--- config.mk ---
export PLATFORM = sky130hd
export DESIGN_NAME = bpu_front_flat
export DESIGN_NICKNAME = d
export VERILOG_FILES = /design/src/rtl/core/bpu_pkg.sv /design/src/rtl/core/bpu_if.sv /design/src/rtl/core/bpu_front.sv /design/src/flat_wrapper.sv
export SDC_FILE = /design/constraint.sdc
export NUM_CORES = 1
export LEC_CHECK = 0
export BUFFER_PORTS_ARGS = -buffer_cell sky130_fd_sc_hd__buf_2
export CORE_MARGIN = 1
export CORE_UTILIZATION = 39
export CTS_CLUSTER_DIAMETER = 200
export DETAILED_ROUTE_END_ITERATION = 6
export GPL_TIMING_DRIVEN = 0
export SKIP_LAST_GASP = 1
export SLEW_MARGIN = 20
export SYNTH_ARGS = -nofsm -noshare
export SYNTH_HDL_FRONTEND = slang
export SYNTH_SLANG_ARGS = --single-unit
--- constraint.sdc ---
create_clock -name clk -period 9.7 [get_ports clk]
set_input_delay 1.94 -clock clk [delete_from_list [all_inputs] [get_ports clk]]
set_output_delay 1.94 -clock clk [all_outputs]
set_load 0.01 [all_outputs]
--- src/rtl/core/bpu_pkg.sv ---
// Types, codes and helper functions of the bit packer / unpacker.
package bpu_pkg;

    localparam int CMD_W      = 3;
    localparam int VAL_W      = 64;
    localparam int CNT_W      = 16;
    localparam int ADDR_W     = 12;
    localparam int BYTE_W     = 8;
    localparam int USED_W     = 13;
    localparam int CAP_W      = 13;
    localparam int NBYTES_W   = 4;
    localparam int CFG_IDX_W  = 1;
    localparam int CFG_DATA_W = 13;

    typedef enum logic [CMD_W-1:0] {
        CMD_WRITE  = 3'd0,
        CMD_READ   = 3'd1,
        CMD_SKIP   = 3'd2,
        CMD_ALIGN  = 3'd3,
        CMD_REWIND = 3'd4,
        CMD_LOAD   = 3'd5
    } cmd_t;

    typedef enum logic [CFG_IDX_W-1:0] {
        CFG_CAPACITY = 1'b0,
        CFG_SWAP     = 1'b1
    } cfg_idx_t;

    typedef enum logic [2:0] {
        OP_NOP,
        OP_WRITE,
        OP_READ,
        OP_SKIP,
        OP_ALIGN,
        OP_REWIND,
        OP_LOAD
    } op_t;

    typedef enum logic [1:0] {
        BK_CLEAR,
        BK_RUN,
        BK_MEM
    } bk_state_t;

    typedef struct packed {
        op_t                 op;
        logic                width_ok;
        logic                swap;
        logic [NBYTES_W-1:0] nbytes;
        logic [CNT_W-1:0]    count;
        logic [VAL_W-1:0]    value;
        logic [VAL_W-1:0]    mask;
        logic [ADDR_W-1:0]   load_addr;
        logic [BYTE_W-1:0]   load_data;
    } item_t;

    typedef struct packed {
        logic pop;
        logic hold;
    } bk_ctrl_t;

    // Reverse the low nb bytes of v; bytes above nb must be zero.
    function automatic logic [VAL_W-1:0] swap_bytes(input logic [VAL_W-1:0] v,
                                                    input logic [NBYTES_W-1:0] nb);
        logic [VAL_W-1:0] r;
        logic [6:0]       sh;
        for (int k = 0; k < 8; k++)
        begin
            r[8*k +: 8] = v[8*(7-k) +: 8];
        end
        sh = {4'(4'd8 - nb), 3'b000};
        return r >> sh;
    endfunction

    function automatic logic [VAL_W-1:0] field_mask(input logic [6:0] n);
        return ~({VAL_W{1'b1}} << n);
    endfunction

endpackage

--- src/rtl/core/bpu_if.sv ---
// Request and response channel interfaces of the bit packer / unpacker.
interface bpu_req_if;
    logic                              valid;
    logic                              ready;
    logic [bpu_pkg::CMD_W-1:0]         command;
    logic [bpu_pkg::VAL_W-1:0]         write_value;
    logic [bpu_pkg::CNT_W-1:0]         bit_count;
    logic [bpu_pkg::ADDR_W-1:0]        load_address;
    logic [bpu_pkg::BYTE_W-1:0]        load_data;

    modport source (output valid, output command, output write_value, output bit_count,
                    output load_address, output load_data, input ready);
    modport sink   (input valid, input command, input write_value, input bit_count,
                    input load_address, input load_data, output ready);
endinterface


--- src/rtl/core/bpu_front.sv ---
// Front end: decodes requests and queues them for the back end.
module bpu_front #(
    parameter int STORE_DEPTH = 4096
) (
    input  logic              clk,
    input  logic              rst_n,
    bpu_req_if.sink           req,
    input  logic              swap_en,
    input  bpu_pkg::bk_ctrl_t ctrl,
    output logic              item_valid,
    output bpu_pkg::item_t    item
);
    import bpu_pkg::*;

    item_t      fresh;
    logic [VAL_W-1:0] masked;
    item_t      entry_reg [2];
    logic       wr_ptr_reg;
    logic       rd_ptr_reg;
    logic [1:0] count_reg;
    logic [1:0] count_next;
    logic       push;

    // Classify the request; width checks and masking do not depend on the cursor.
    always_comb
    begin
        fresh.width_ok  = (req.bit_count != '0) && (req.bit_count <= CNT_W'(64));
        fresh.count     = req.bit_count;
        fresh.nbytes    = NBYTES_W'((req.bit_count[6:0] + 7'd7) >> 3);
        fresh.mask      = field_mask(req.bit_count[6:0]);
        fresh.swap      = swap_en && (req.bit_count > CNT_W'(8));
        fresh.load_addr = req.load_address;
        fresh.load_data = req.load_data;
        masked          = req.write_value & fresh.mask;
        fresh.value     = fresh.swap ? swap_bytes(masked, fresh.nbytes) : masked;
        unique case (cmd_t'(req.command))
            CMD_WRITE:  fresh.op = OP_WRITE;
            CMD_READ:   fresh.op = OP_READ;
            CMD_SKIP:   fresh.op = OP_SKIP;
            CMD_ALIGN:  fresh.op = OP_ALIGN;
            CMD_REWIND: fresh.op = OP_REWIND;
            CMD_LOAD:   fresh.op = (32'(req.load_address) < STORE_DEPTH) ? OP_LOAD : OP_NOP;
            default:    fresh.op = OP_NOP;
        endcase
    end

    assign req.ready  = !ctrl.hold && (count_reg != 2'd2);
    assign push       = req.valid && req.ready;
    assign item_valid = (count_reg != 2'd0);
    assign item       = entry_reg[rd_ptr_reg];

    always_comb
    begin
        priority if (push && !ctrl.pop)
            count_next = count_reg + 2'd1;
        else if (!push && ctrl.pop)
            count_next = count_reg - 2'd1;
        else
            count_next = count_reg;
    end

    always_ff @(posedge clk)
    begin
        if (push)
        begin
            entry_reg[wr_ptr_reg] <= fresh;
        end
    end

    always_ff @(posedge clk or negedge rst_n)
    begin
        if (!rst_n)
        begin
            wr_ptr_reg <= 1'b0;
            rd_ptr_reg <= 1'b0;
            count_reg  <= 2'd0;
        end
        else
        begin
            if (push)
            begin
                wr_ptr_reg <= !wr_ptr_reg;
            end
            if (ctrl.pop)
            begin
                rd_ptr_reg <= !rd_ptr_reg;
            end
            count_reg <= count_next;
        end
    end
endmodule

--- src/flat_wrapper.sv ---
// flat-port wrapper written by rule: the top's interface ports become plain ports
module bpu_front_flat import bpu_pkg::*;
#(
    parameter int STORE_DEPTH = 4096
)
  (clk, rst_n, swap_en, ctrl, item_valid, item, req_valid, req_command, req_write_value, req_bit_count, req_load_address, req_load_data, req_ready);
  bpu_req_if req_i ();
  input  logic clk;
  input  logic rst_n;
  input  logic swap_en;
  input  bpu_pkg::bk_ctrl_t ctrl;
  output logic item_valid;
  output bpu_pkg::item_t item;
  input wire logic [$bits(req_i.valid)-1:0] req_valid;
  input wire logic [$bits(req_i.command)-1:0] req_command;
  input wire logic [$bits(req_i.write_value)-1:0] req_write_value;
  input wire logic [$bits(req_i.bit_count)-1:0] req_bit_count;
  input wire logic [$bits(req_i.load_address)-1:0] req_load_address;
  input wire logic [$bits(req_i.load_data)-1:0] req_load_data;
  output wire logic [$bits(req_i.ready)-1:0] req_ready;
  assign req_i.valid = req_valid;
  assign req_i.command = req_command;
  assign req_i.write_value = req_write_value;
  assign req_i.bit_count = req_bit_count;
  assign req_i.load_address = req_load_address;
  assign req_i.load_data = req_load_data;
  assign req_ready = req_i.ready;
  bpu_front #(.STORE_DEPTH(STORE_DEPTH)) u_core (.clk(clk), .rst_n(rst_n), .req(req_i), .swap_en(swap_en), .ctrl(ctrl), .item_valid(item_valid), .item(item));
endmodule
# Word level (Yosys, flattened, before mapping)
# Memories as Yosys holds them, arrays and structs flattened.
# Cells that the tools add are included.
# Widths: inputs -> output; s select.
[word_totals]
reg_bits = 4
ramBits = 346
output_inout_bits = 175
n_memories = 1
[memory_table]
columns = ["memory", "words", "word_bits", "rd", "rd_clocked_by_memory_dff", "write_ports", "line", "source"]
rows = [
  ["u_core.entry_reg", 2, 173, 1, 0, 1, "bpu_front.sv:17", "item_t entry_reg [2];"],
]
[classes]
add_sub_neg = 4
magnitude_cmp = 2
n_eq_ne = 6
n_shift = 2
mux = 6
bitwise = 2
reduce_logical = 15
[op_table]
columns = ["cell", "count"]
rows = [
  ["$and 64x64->64", 1],
  ["$mux 64", 1],
  ["$not 64->64", 1],
  ["$shl 64x7->64 const A", 1],
  ["$shr 64x7->64", 1],
  ["$pmux 3 s6", 1],
  ["$gt 16x4->1 const B", 1],
  ["$le 16x7->1 const B", 1],
  ["$reduce_bool 16->1", 1],
  ["$add 7x3->7 const B", 1],
  ["$eq 3x2->1 const B", 2],
  ["$eq 3x3->1 const B", 2],
  ["$logic_and 1x1->1", 6],
  ["$logic_not 1->1", 5],
  ["$mux 2", 2],
  ["$reduce_bool 2->1", 2],
  ["$sub 4x4->4 const A", 1],
  ["$eq 3x1->1 const B", 1],
  ["$logic_not 3->1", 1],
  ["$add 2x1->2 const B", 1],
  ["$mux 1", 2],
  ["$ne 2x2->1 const B", 1],
  ["$sub 2x1->2 const B", 1],
]

# Logic depth before layout (Yosys ltp)
# Gate-level depths: netlist (run 1).
[logic_depth]
ltp_word = 7
ltp_mapped = 15

# Worst setup path before layout (run 1)
# No wires, ideal clock.
[synth_timing]
kind = "input-to-reg"
start = "in ctrl[0] in the netlist's numbering"
end = "mem u_core.entry_reg[0][0] in the netlist's numbering (enable)"
t_arrival_ps = 9518
required_time_ps = 8993
setup_slack_ps = -525
cell_stages = 3
n_path_buf = 0
cell_sequence = "a21oi_1 > nand2_1 > nor2_1"
[synth_between]
elab_chain_len = 5
[synth_rtl]
columns = ["element", "line", "source"]
rows = [
  ["from (decl)", "flat_wrapper.sv:11", "input bpu_pkg::bk_ctrl_t ctrl;"],
  ["$logic_not 1->1", "bpu_front.sv:47", "assign req.ready = !ctrl.hold && (count_reg != 2'd2);"],
  ["$logic_and 1x1->1", "bpu_front.sv:47", ""],
  ["$logic_and 1x1->1", "bpu_front.sv:48", "assign push = req.valid && req.ready;"],
  ["$mux 1", "bpu_front.sv:64", "if (push)"],
  ["$mux 1 (not written as such)", "bpu_front.sv:66", "entry_reg[wr_ptr_reg] <= fresh;"],
  ["to (decl)", "bpu_front.sv:17", ""],
]
# Every way passes these cells.

==> results of run 1 <==
-- worst paths after layout --
check	startpoint	endpoint	slack, ps	cells past startpoint
setup / recovery	req_bit_count[2]	u_core.entry_reg[1][132]$_DFFE_PP_	3200	14
hold / removal	u_core.count_reg[1]$_DFFE_PN0P_	u_core.count_reg[1]$_DFFE_PN0P_	500	1
setup reg to reg	u_core.count_reg[0]$_DFFE_PN0P_	u_core.entry_reg[0][97]$_DFFE_PP_	7250	8
hold reg to reg	u_core.count_reg[1]$_DFFE_PN0P_	u_core.count_reg[1]$_DFFE_PN0P_	500	1
max in group asynchronous	rst_n	u_core.wr_ptr_reg$_DFFE_PN0P_	8390	1
min in group asynchronous	rst_n	u_core.count_reg[1]$_DFFE_PN0P_	1180	1
-- cell type report --
class / instances / area (um2) / share of cell area, %
plain buffers: 86 / 413 / 2.04
multi-input cells: 719 / 5650 / 27.9
inverters: 16 / 60.1 / 0.297
well taps: 539 / 674 / 3.33
diodes: 1 / 2.50 / 0.0124
repair buffers: 295 / 1690 / 8.37
flip-flops and latches: 348 / 10400 / 51.6
clock buffers: 49 / 1060 / 5.22
clock inverters: 23 / 248 / 1.22
-- per-stage QoR --
step / setup TNS (ps) / hold WS, ps / utilization [%] / instances / power (uW)
2_1_floorplan: 0 / 455 / - / 1169 / 2900
3_3_place_gp: -44100 / 476 / 44.5 / 1991 / 3570
3_5_place_dp: 0 / 483 / 45.2 / 2002 / 3550
4_1_cts: 0 / 492 / 48.3 / 2074 / 5050
5_1_grt: 0 / 534 / 48.3 / 2075 / 5210
6_report: 0 / 496 / 48.3 / 2076 / 5010
-- cells in the final DEF (no fill, tap or decap), drive strengths merged, types with 17 or more instances in the layout --
cell	count
clkbuf	93
nand2	75
mux2	189
o22ai	37
buf	337
o21ai	56
a21oi	36
edfxtp	344
nor2	47
mux2i	27
nor3	18
nand3	26
inv	17
-- power by group through the flow --
| stage | logic (uW) | registers (uW) | clock network (uW) |
|---|---|---|---|
| after floorplan | 934 | 1970 | 0 |
| after global placement | 1570 | 2000 | 0 |
| after detailed placement | 1610 | 1950 | 0 |
| after CTS | 1620 | 1920 | 1520 |
| after global routing | 1710 | 1930 | 1570 |
| final | 1610 | 1920 | 1480 |
-- kinds of logic after synthesis --
group                    after synthesis  synth area share (%)
adder cells (fa/ha/maj)                3                 0.212
flip-flops                           348                  63.1
AO/OA/AOI/OAI                        266                  11.2
XOR/XNOR                              12                 0.968
AND/OR/NAND/NOR                      219                  6.73
multiplexers                         219                  14.9
buffers and inverters                102                  2.85
-- layer usage --
| metal | vias up | part of all wire (%) |
|---|---|---|
| li1 | 5290 | - |
| met1 | 6180 | 42 |
| met2 | 681 | 45 |
| met3 | 128 | 8.5 |
| met4 | 2 | 4.0 |
| met5 | - | 0.023 |
-- worst max-delay path, delay by kind of cell --
kind,cells,cell delay [ps]
simple gates,4,1820
buf+inv,8,1930
compound gates,1,750
fa+ha+maj,1,260
==> qor.txt, run 1 <==
Setup crit end kind -> flip-flop
P_sw -> 1580 uW
Post-synthesis sequential area ratio -> 63.1%
Max Cap Violations -> 0
Grt peak-use layer -> met2
Top_reg_cell synth -> edfxtp_1
Final Setup Violations -> 0
Max reg flops -> 344
Initial antenna violation count -> 4
Root buf cell -> clkbuf_16
Post-route ant nets -> 0
Vias in the first global route -> 12200
Largest stage delay on the critical path -> 750 ps
Status -> finished clean
Syn_nets -> 1280
DR iter-0 viols -> 1419
Inserted Clock Buffers -> 39
Core Box Area -> 41900 um2
Critical path fanouts, max -> 10
Cell-internal power -> 3430 uW
Die ar. -> 43200 um2
Pwr dens -> 247 nW/um2
Final Skew -> 12.7 ps
Period minus WS final -> 6500 ps
Cts hold-fix bufs -> 0
Synth area leader -> edfxtp_1
Post-synth ARST share -> 1.15%
Startpoint Class -> input pin
Clk buf depth -> 3
GRT Util Overall -> 28.3%
Synth area leaders -> edfxtp_1 62%, mux2_2 13%, nand2_1 1.7%, mux2i_1 1.6%, o21ai_0 1.5%
Proportion of power drawn by flip-flops and latches -> 38.3%
Peak supply drop -> 152 uV
Worst Tran Pin Value -> 1190 ps
Min-delay worst type -> reg -> reg
Critical path class -> in -> reg
Most frequent cell after synthesis -> edfxtp_1
Post-DP HPWL -> 46.5 mm
Largest net degree at the start of global routing -> 52
Synthesis Warnings -> 0
First-pass GRT wire length -> 86.8 mm
Slew Limit Headroom -> 19.7%
TritonCTS clock tree -> yes
Fraction of layout cells with a size suffix above 1 -> 40.5%
Period utilization -> 67.0%
Routed vias/inst -> 5.92
First-pass DRT Iterations -> 6
F_max -> 0.154 GHz
Mapped Area -> 16500 um2
Buffers added on ports -> 283
Combinational power share -> 32.1%
CP required -> 9930 ps
Cell variety after synth -> 90
H-tree Lvls -> 2
Setup ws final -> 3200 ps
Final standard cell area without fillers -> 20200 um2
Clk pin slew, worst setup/hold paths -> 60 ps
Post-synth top area share -> 62.5%
GR Overflow Total -> 0
Rows -> 75
Clk pwr share -> 29.6%
Switching fraction of total power -> 31.6%
Fin nets -> 1616
Routability-driven placement congestion ratio -> 1.00
Area delta synth->final -> 22.3%
Met3 global-route usage -> 5.40%
Post-DR wirelength/cell -> 29.6 um
RSZ-0062 raised after global routing -> false
Ports -> 284
M2 GR Usage -> 43.8%
Syn Inst Count -> 1169
Filler cells -> 3800
CTS sink count -> 348
Pre-CTS setup slack -> 2880 ps
Slowest CP cell -> o21ai_0
Fin. Hold Viols -> 0
Post-DP Area -> 18900 um2
EDFF count, synth -> 344
Vias -> 12300
Synth cell count leaders -> 344 x edfxtp_1, 185 x mux2_2, 74 x nand2_1
Die width -> 208 um
Seq cells post-synth -> 348
Avg Synthesized Cell Area -> 14.1 um2
Post-CTS sizing -> 0
Routed wire length -> 61.5 mm
Die Height -> 208 um
# Post-CTS Setup Buffers -> 0
Max Slew Vio Count -> 0
DRC -> 0
Static Leak -> 0.00728 uW
CP arrival -> 6740 ps
Clk_lat worst skew -> 560 ps
Met1 usage -> 39.4%
Starting density of the core -> 39.5%
CP Cell Sequence -> buf_2 -> buf_4 -> nor4_4 -> nor2_8 -> inv_2 -> buf_6 -> buf_6 -> buf_4 -> ha_1 -> clkbuf_1 -> clkbuf_1 -> nor2_1 -> nand2_1 -> o21ai_0
Power figures use the tool's default switching activity.
==> run 2: changes to the inputs <==
clock period = 5.96 ns   (was 9.7 ns; I/O delays follow)
==> run 2 against run 1 <==
Net effect:
- combinational power up 62%
- die area is the same
- worst setup slack got worse by 3100 ps
- largest cell class unchanged
- count of clock-buffer cells in the layout down 5
- clock power is 51% higher
- sequential power rose by 62%
- total power up 59%
- critical path depth stayed put
- worst hold slack got worse by 70 ps
- via count down 0.40%
- critical endpoint is now u_core.entry_reg[0][132]$_DFFE_PP_
- cell area down 0.62%
- routed wire length decreased by 0.62%
==> qor.txt, run 2 (synthesis gave the netlist of run 1 again) <==
Status -> finished clean (unchanged)
Final Setup Violations -> 0 (unchanged)
Met1 usage -> 39.4% (about the same)
Worst R2R Path Depth -> 9 (was 8)
Final Non-Filler Cells -> 2073 (was 2076)
Grt peak-use layer -> met2 (unchanged)
Clk_lat worst skew -> 560 ps (about the same)
Core Box Area -> 41900 um2 (unchanged)
Vias -> 12200 (was 12300)
Max Slew Vio Count -> 0 (unchanged)
Clk pin slew, worst setup/hold paths -> 60 ps (about the same)
Starting density of the core -> 39.5% (unchanged)
# Post-CTS Setup Buffers -> 0 (unchanged)
Period utilization -> 97.9%
Commonest non-fill, non-tap cell in the layout -> edfxtp_1 (unchanged)
Buffers added on ports -> 283 (unchanged)
Pwr dens -> 396 nW/um2 (was 247 nW/um2)
Placed Cells -> 2002 (unchanged)
DRC -> 0 (unchanged)
Fraction of layout cells with a size suffix above 1 -> 40.0% (was 40.5%)
CP required -> 6200 ps (was 9930 ps)
GRT Util Overall -> 28.3% (about the same)
Fin nets -> 1614 (was 1616)
TritonCTS clock tree -> yes (unchanged)
Max Cap Violations -> 0 (unchanged)
Vias in the first global route -> 12100 (was 12200)
Ports -> 284 (unchanged)
Max reg flops -> 344 (unchanged)
M2 GR Usage -> 43.0% (was 43.8%)
Static Leak -> 0.00723 uW (was 0.00728 uW)
Post-layout util -> 48.0% (was 48.3%)
Routed vias/inst -> 5.90 (was 5.92)
Root buf cell -> clkbuf_16 (unchanged)
Register Area -> 10400 um2 (unchanged)
Initial antenna violation count -> 2 (was 4)
Final Skew -> 14.8 ps (was 12.7 ps)
DR iter-0 viols -> 1143 (was 1419)
Cts hold-fix bufs -> 0 (unchanged)
H-tree Lvls -> 2 (unchanged)
First-pass DRT Iterations -> 5 (was 6)
Post-route ant nets -> 0 (unchanged)
Inserted Clock Buffers -> 38 (was 39)
Worst Tran Pin Value -> 1150 ps (was 1190 ps)
Post-DR wirelength/cell -> 29.5 um (was 29.6 um)
Slew Limit Headroom -> 23.5% (was 19.7%)
Die Height -> 208 um (unchanged)
Critical path class -> in -> reg (unchanged)
Multi-input logic area -> 5650 um2 (unchanged)
CTS sink count -> 348 (unchanged)
CP arrival -> 6080 ps (was 6740 ps)
Startpoint Class -> input pin (unchanged)
GR Overflow Total -> 0 (unchanged)
Min-delay worst type -> in -> async (was reg -> reg)
Commonest non-fill, non-tap cells in the layout -> 344 x edfxtp_1, 312 x buf_2, 185 x mux2_2 (unchanged)
Met3 global-route usage -> 4.94% (was 5.40%)
Setup ws final -> 123 ps (was 3200 ps)
Post-CTS sizing -> 0 (unchanged)
Die ar. -> 43200 um2 (unchanged)
WHS -> 426 ps (was 496 ps)
Setup crit end kind -> flip-flop (unchanged)
Largest net degree at the start of global routing -> 47 (was 52)
Area delta synth->final -> 21.5% (was 22.3%)
Rows -> 75 (unchanged)
First-pass GRT wire length -> 86.9 mm (was 86.8 mm)
Clk buf depth -> 3 (unchanged)
Post-DP HPWL -> 46.6 mm (was 46.5 mm)
Filler cells -> 3785 (was 3800)
RSZ-0062 raised after global routing -> false (unchanged)
Pre-CTS setup slack -> -106 ps (was 2880 ps)
Period minus WS final -> 5840 ps
Critical path fanouts, max -> 10 (unchanged)
F_max -> 0.171 GHz
Peak supply drop -> 272 uV (was 152 uV)
Routability-driven placement congestion ratio -> 0.989 (was 1.00)
Fin. Hold Viols -> 0 (unchanged)
Die width -> 208 um (unchanged)
Routed wire length -> 61.1 mm (was 61.5 mm)
## run 2: changes by cell type in the layout (fill, tap and decap cells not counted), moves of 2 or more
cell / change
bufinv_16: -2
clkbuf_1: -3
clkinvlp_4: -3
clkinv_4: -2
clkbuf_16: -2
clkinv_1: +9
## run 2: worst paths after layout
kind | end | slack [ps] | start
setup reg to reg | u_core.entry_reg[0][95]$_DFFE_PP_ | 3390 | u_core.count_reg[0]$_DFFE_PN0P_
hold / removal | u_core.wr_ptr_reg$_DFFE_PN0P_ | 430 | rst_n
hold reg to reg | u_core.count_reg[1]$_DFFE_PN0P_ | 490 | u_core.count_reg[1]$_DFFE_PN0P_
max in group asynchronous | u_core.rd_ptr_reg$_DFFE_PN0P_ | 5410 | rst_n
setup / recovery | u_core.entry_reg[0][132]$_DFFE_PP_ | 120 | req_bit_count[2]
min in group clk | u_core.count_reg[1]$_DFFE_PN0P_ | 490 | u_core.count_reg[1]$_DFFE_PN0P_
## run 2: cell type report
cell class,count,area share (%)
Sequential cell,348,51.9
Multi-Input combinational cell,719,28.1
Timing Repair Buffer,294,8.40
Clock buffer,44,4.95
Tap cell,539,3.36
Buffer,86,2.05
Clock inverter,26,0.928
Inverter,16,0.299
Antenna cell,1,0.0125
## run 2: power breakdown
group,internal (uW),switching (uW)
registers,3050,64.2
logic,1070,1540
clock network,1290,944
total,5410,2550
## run 2: per-layer routing
layer  vias to the layer above  share of wire (%)
met3                       121                8.1
met4                         2                4.7
met1                      6130                 43
met2                       707                 45
met5                         -              0.021
li1                       5272                  -
## run 2: critical path, stage by stage
cell and delay (ps):
buf_2 130, buf_4 180, nor4_4 790, nor2_8 120
inv_2 180, buf_6 200, buf_6 190, buf_4 240
ha_1 260, clkbuf_1 320, clkbuf_1 440, nor2_1 620
nand2_1 380, o21ai_0 800
## run 2: metrics by stage
| stage | setup TNS (ps) | instance area, um2 | power (uW) |
|---|---|---|---|
| 2_1_floorplan | 0 | 16500 | 4700 |
| 3_3_place_gp | -34800 | 18600 | 5750 |
| 3_5_place_dp | -355 | 18900 | 5790 |
| 4_1_cts | 0 | 20100 | 8040 |
| 5_1_grt | 0 | 20100 | 8300 |
| 6_report | 0 | 20100 | 7960 |
==> run 3: changes to the inputs <==
CORE_ASPECT_RATIO = 1.25   (was unset)
clock period = 5.25 ns   (was 5.96 ns; I/O delays follow)
==> run 3 against run 2 <==
Net effect:
- clock skew shrank 5.4 ps
- worst hold slack lost 100 ps
- total power grew 14%
- cell area grew 0.37%
- first-iteration DRC count grew 9.6%
- clock power grew 15%
- worst setup slack gained 38 ps
- register-to-register slack lost 540 ps
- critical endpoint is now u_core.entry_reg[1][121]$_DFFE_PP_
==> qor.txt, run 3 (synthesis gave the netlist of run 1 again) <==
Status -> finished clean (unchanged)
Worst setup path startpoint -> req_bit_count[2] (unchanged)
Static Leak -> 0.00725 uW (was 0.00723 uW)
Commonest non-fill, non-tap cell in the layout -> edfxtp_1 (unchanged)
Final Non-Filler Cells -> 2091 (was 2073)
Placed Cells -> 2022 (was 2002)
Buffers added on ports -> 283 (unchanged)
Pwr dens -> 449 nW/um2 (was 396 nW/um2)
Rows -> 84 (was 75)
Filler cells -> 3751 (was 3785)
DR iter-0 viols -> 1253 (was 1143)
Fin. Hold Viols -> 0 (unchanged)
Worst R2R Path Depth -> 5 (was 9)
Min-delay worst type -> in -> async (unchanged)
Clk buf depth -> 3 (unchanged)
Period utilization -> 96.9%
Startpoint Class -> input pin (unchanged)
Post-DP HPWL -> 47.7 mm (was 46.6 mm)
Post-layout util -> 48.1% (was 48.0%)
Core Box Area -> 41900 um2 (about the same)
First-pass DRT Iterations -> 7 (was 5)
Max Slew Vio Count -> 0 (unchanged)
GRT Util Overall -> 28.8% (was 28.3%)
Final standard cell area without fillers -> 20200 um2 (was 20100 um2)
First-pass GRT wire length -> 86.8 mm (was 86.9 mm)
Post-DR wirelength/cell -> 29.8 um (was 29.5 um)
Fin nets -> 1613 (was 1614)
Cts hold-fix bufs -> 0 (unchanged)
Final Skew -> 9.40 ps (was 14.8 ps)
Worst Tran Pin Value -> 1140 ps (was 1150 ps)
Ports -> 284 (unchanged)
Die width -> 186 um (was 208 um)
Fraction of layout cells with a size suffix above 1 -> 40.6% (was 40.0%)
Max reg flops -> 344 (unchanged)
Max Cap Violations -> 0 (unchanged)
Largest net degree at the start of global routing -> 51 (was 47)
Starting density of the core -> 39.4% (was 39.5%)
Critical Path End -> u_core.entry_reg[1][121]$_DFFE_PP_ (was u_core.entry_reg[0][132]$_DFFE_PP_)
Commonest non-fill, non-tap cells in the layout -> 344 x edfxtp_1, 312 x buf_2, 185 x mux2_2 (unchanged)
Routed vias/inst -> 5.81 (was 5.90)
Critical path class -> in -> reg (unchanged)
Area delta synth->final -> 22.0% (was 21.5%)
Setup crit end kind -> flip-flop (unchanged)
Slew Limit Headroom -> 24.0% (was 23.5%)
F_max -> 0.197 GHz
Clk pin slew, worst setup/hold paths -> 60 ps (about the same)
GR Overflow Total -> 0 (unchanged)
H-tree Lvls -> 2 (unchanged)
Die Height -> 232 um (was 208 um)
Routability-driven placement congestion ratio -> 1.03 (was 0.989)
Post-DP Area -> 18900 um2 (about the same)
CP arrival -> 5340 ps (was 6080 ps)
TritonCTS clock tree -> yes (unchanged)
Root buf cell -> clkbuf_16 (unchanged)
Overall power -> 9050 uW (was 7960 uW)
Die ar. -> 43200 um2 (about the same)
Routed wire length -> 62.3 mm (was 61.1 mm)
Peak supply drop -> 259 uV (was 272 uV)
Period minus WS final -> 5090 ps
Inserted Clock Buffers -> 36 (was 38)
RSZ-0062 raised after global routing -> false (unchanged)
Vias in the first global route -> 12100 (about the same)
Setup slack, reg-to-reg -> 2850 ps (was 3390 ps)
CTS sink count -> 348 (unchanged)
Reg2Reg Launch Point -> u_core.count_reg[0]$_DFFE_PN0P_ (unchanged)
CP required -> 5500 ps (was 6200 ps)
Setup tns final -> 0 ps (unchanged)
Clk_lat worst skew -> 530 ps (was 560 ps)
DRC -> 0 (unchanged)
Initial antenna violation count -> 3 (was 2)
Critical path fanouts, max -> 10 (unchanged)
Final Setup Violations -> 0 (unchanged)
Post-route ant nets -> 0 (unchanged)
Reg2Reg Capture Point -> u_core.entry_reg[1][110]$_DFFE_PP_ (was u_core.entry_reg[0][95]$_DFFE_PP_)
Vias -> 12200 (about the same)
## run 3: cell types whose count changed in the layout (fill, tap and decap cells not counted), moves of 2 or more
cell | before | now
o22ai_2 | 1 | 4
diode_2 | 1 | 3
clkinv_1 | 13 | 9
bufinv_16 | 2 | 4
o21ai_0 | 50 | 46
clkbuf_1 | 48 | 44
o21ai_1 | 5 | 9
buf_4 | 8 | 10
o22ai_1 | 36 | 33
## run 3: repair_timing
item	CTS	global route
setup endpoints to repair	23	16
cloned	0	0
gates resized for setup	10	0
buffers inserted	0	2
pin swaps	0	1
## run 3: cell type report
class / count / area (um2) / area share, %
Clock buffer: 41 / 962 / 4.77
Inverter: 16 / 60.1 / 0.298
Timing Repair Buffer: 296 / 1700 / 8.41
Multi-Input combinational cell: 719 / 5670 / 28.1
Tap cell: 559 / 699 / 3.47
Sequential cell: 348 / 10400 / 51.7
Clock inverter: 24 / 231 / 1.15
Antenna cell: 3 / 7.51 / 0.0372
Buffer: 85 / 410 / 2.03
## run 3: critical path, stage by stage
cell and delay, ps:
buf_2 130, buf_4 180, o31a_4 410, nor2_8 230
inv_2 140, buf_6 200, buf_6 180, buf_4 210
ha_1 290, clkbuf_1 520, clkbuf_1 510, clkbuf_1 600
nor2_1 110, o32ai_1 560
## run 3: per-stage QoR
stage | hold slack, ps | setup WS, ps
6_report | 322 | 161
5_1_grt | 315 | 105
4_1_cts | 311 | 67.7
3_5_place_dp | 491 | -1290
3_3_place_gp | 475 | -1560
2_1_floorplan | 455 | 745
## run 3: worst min path at each step
stage,startpoint,endpoint,slack (ps),depth (start not counted)
6_report,rst_n,u_core.count_reg[1]$_DFFE_PN0P_,320,1
5_1_grt,rst_n,u_core.count_reg[0]$_DFFE_PN0P_,310,1
4_1_cts,rst_n,u_core.count_reg[1]$_DFFE_PN0P_,310,1
3_5_place_dp,u_core.count_reg[1]$_DFFE_PN0P_,u_core.count_reg[1]$_DFFE_PN0P_,490,1
3_3_place_gp,u_core.count_reg[1]$_DFFE_PN0P_,u_core.count_reg[1]$_DFFE_PN0P_,480,1
2_1_floorplan,u_core.count_reg[1]$_DFFE_PN0P_,u_core.count_reg[1]$_DFFE_PN0P_,460,1
## run 3: routing by layer
metal,GRT usage (%),share of wire (%)
met1,35.7,39
met2,47.0,48
met3,4.56,6.7
met4,17.0,6.5
met5,0,0
## run 3: report_power, final
group          total (uW)  switching, uW  internal (uW)  leakage (uW)
clock                2560           1040           1520      0.000588
sequential           3540           73.3           3470       0.00316
combinational        2950           1740           1220       0.00350
total                9050           2850           6200       0.00725
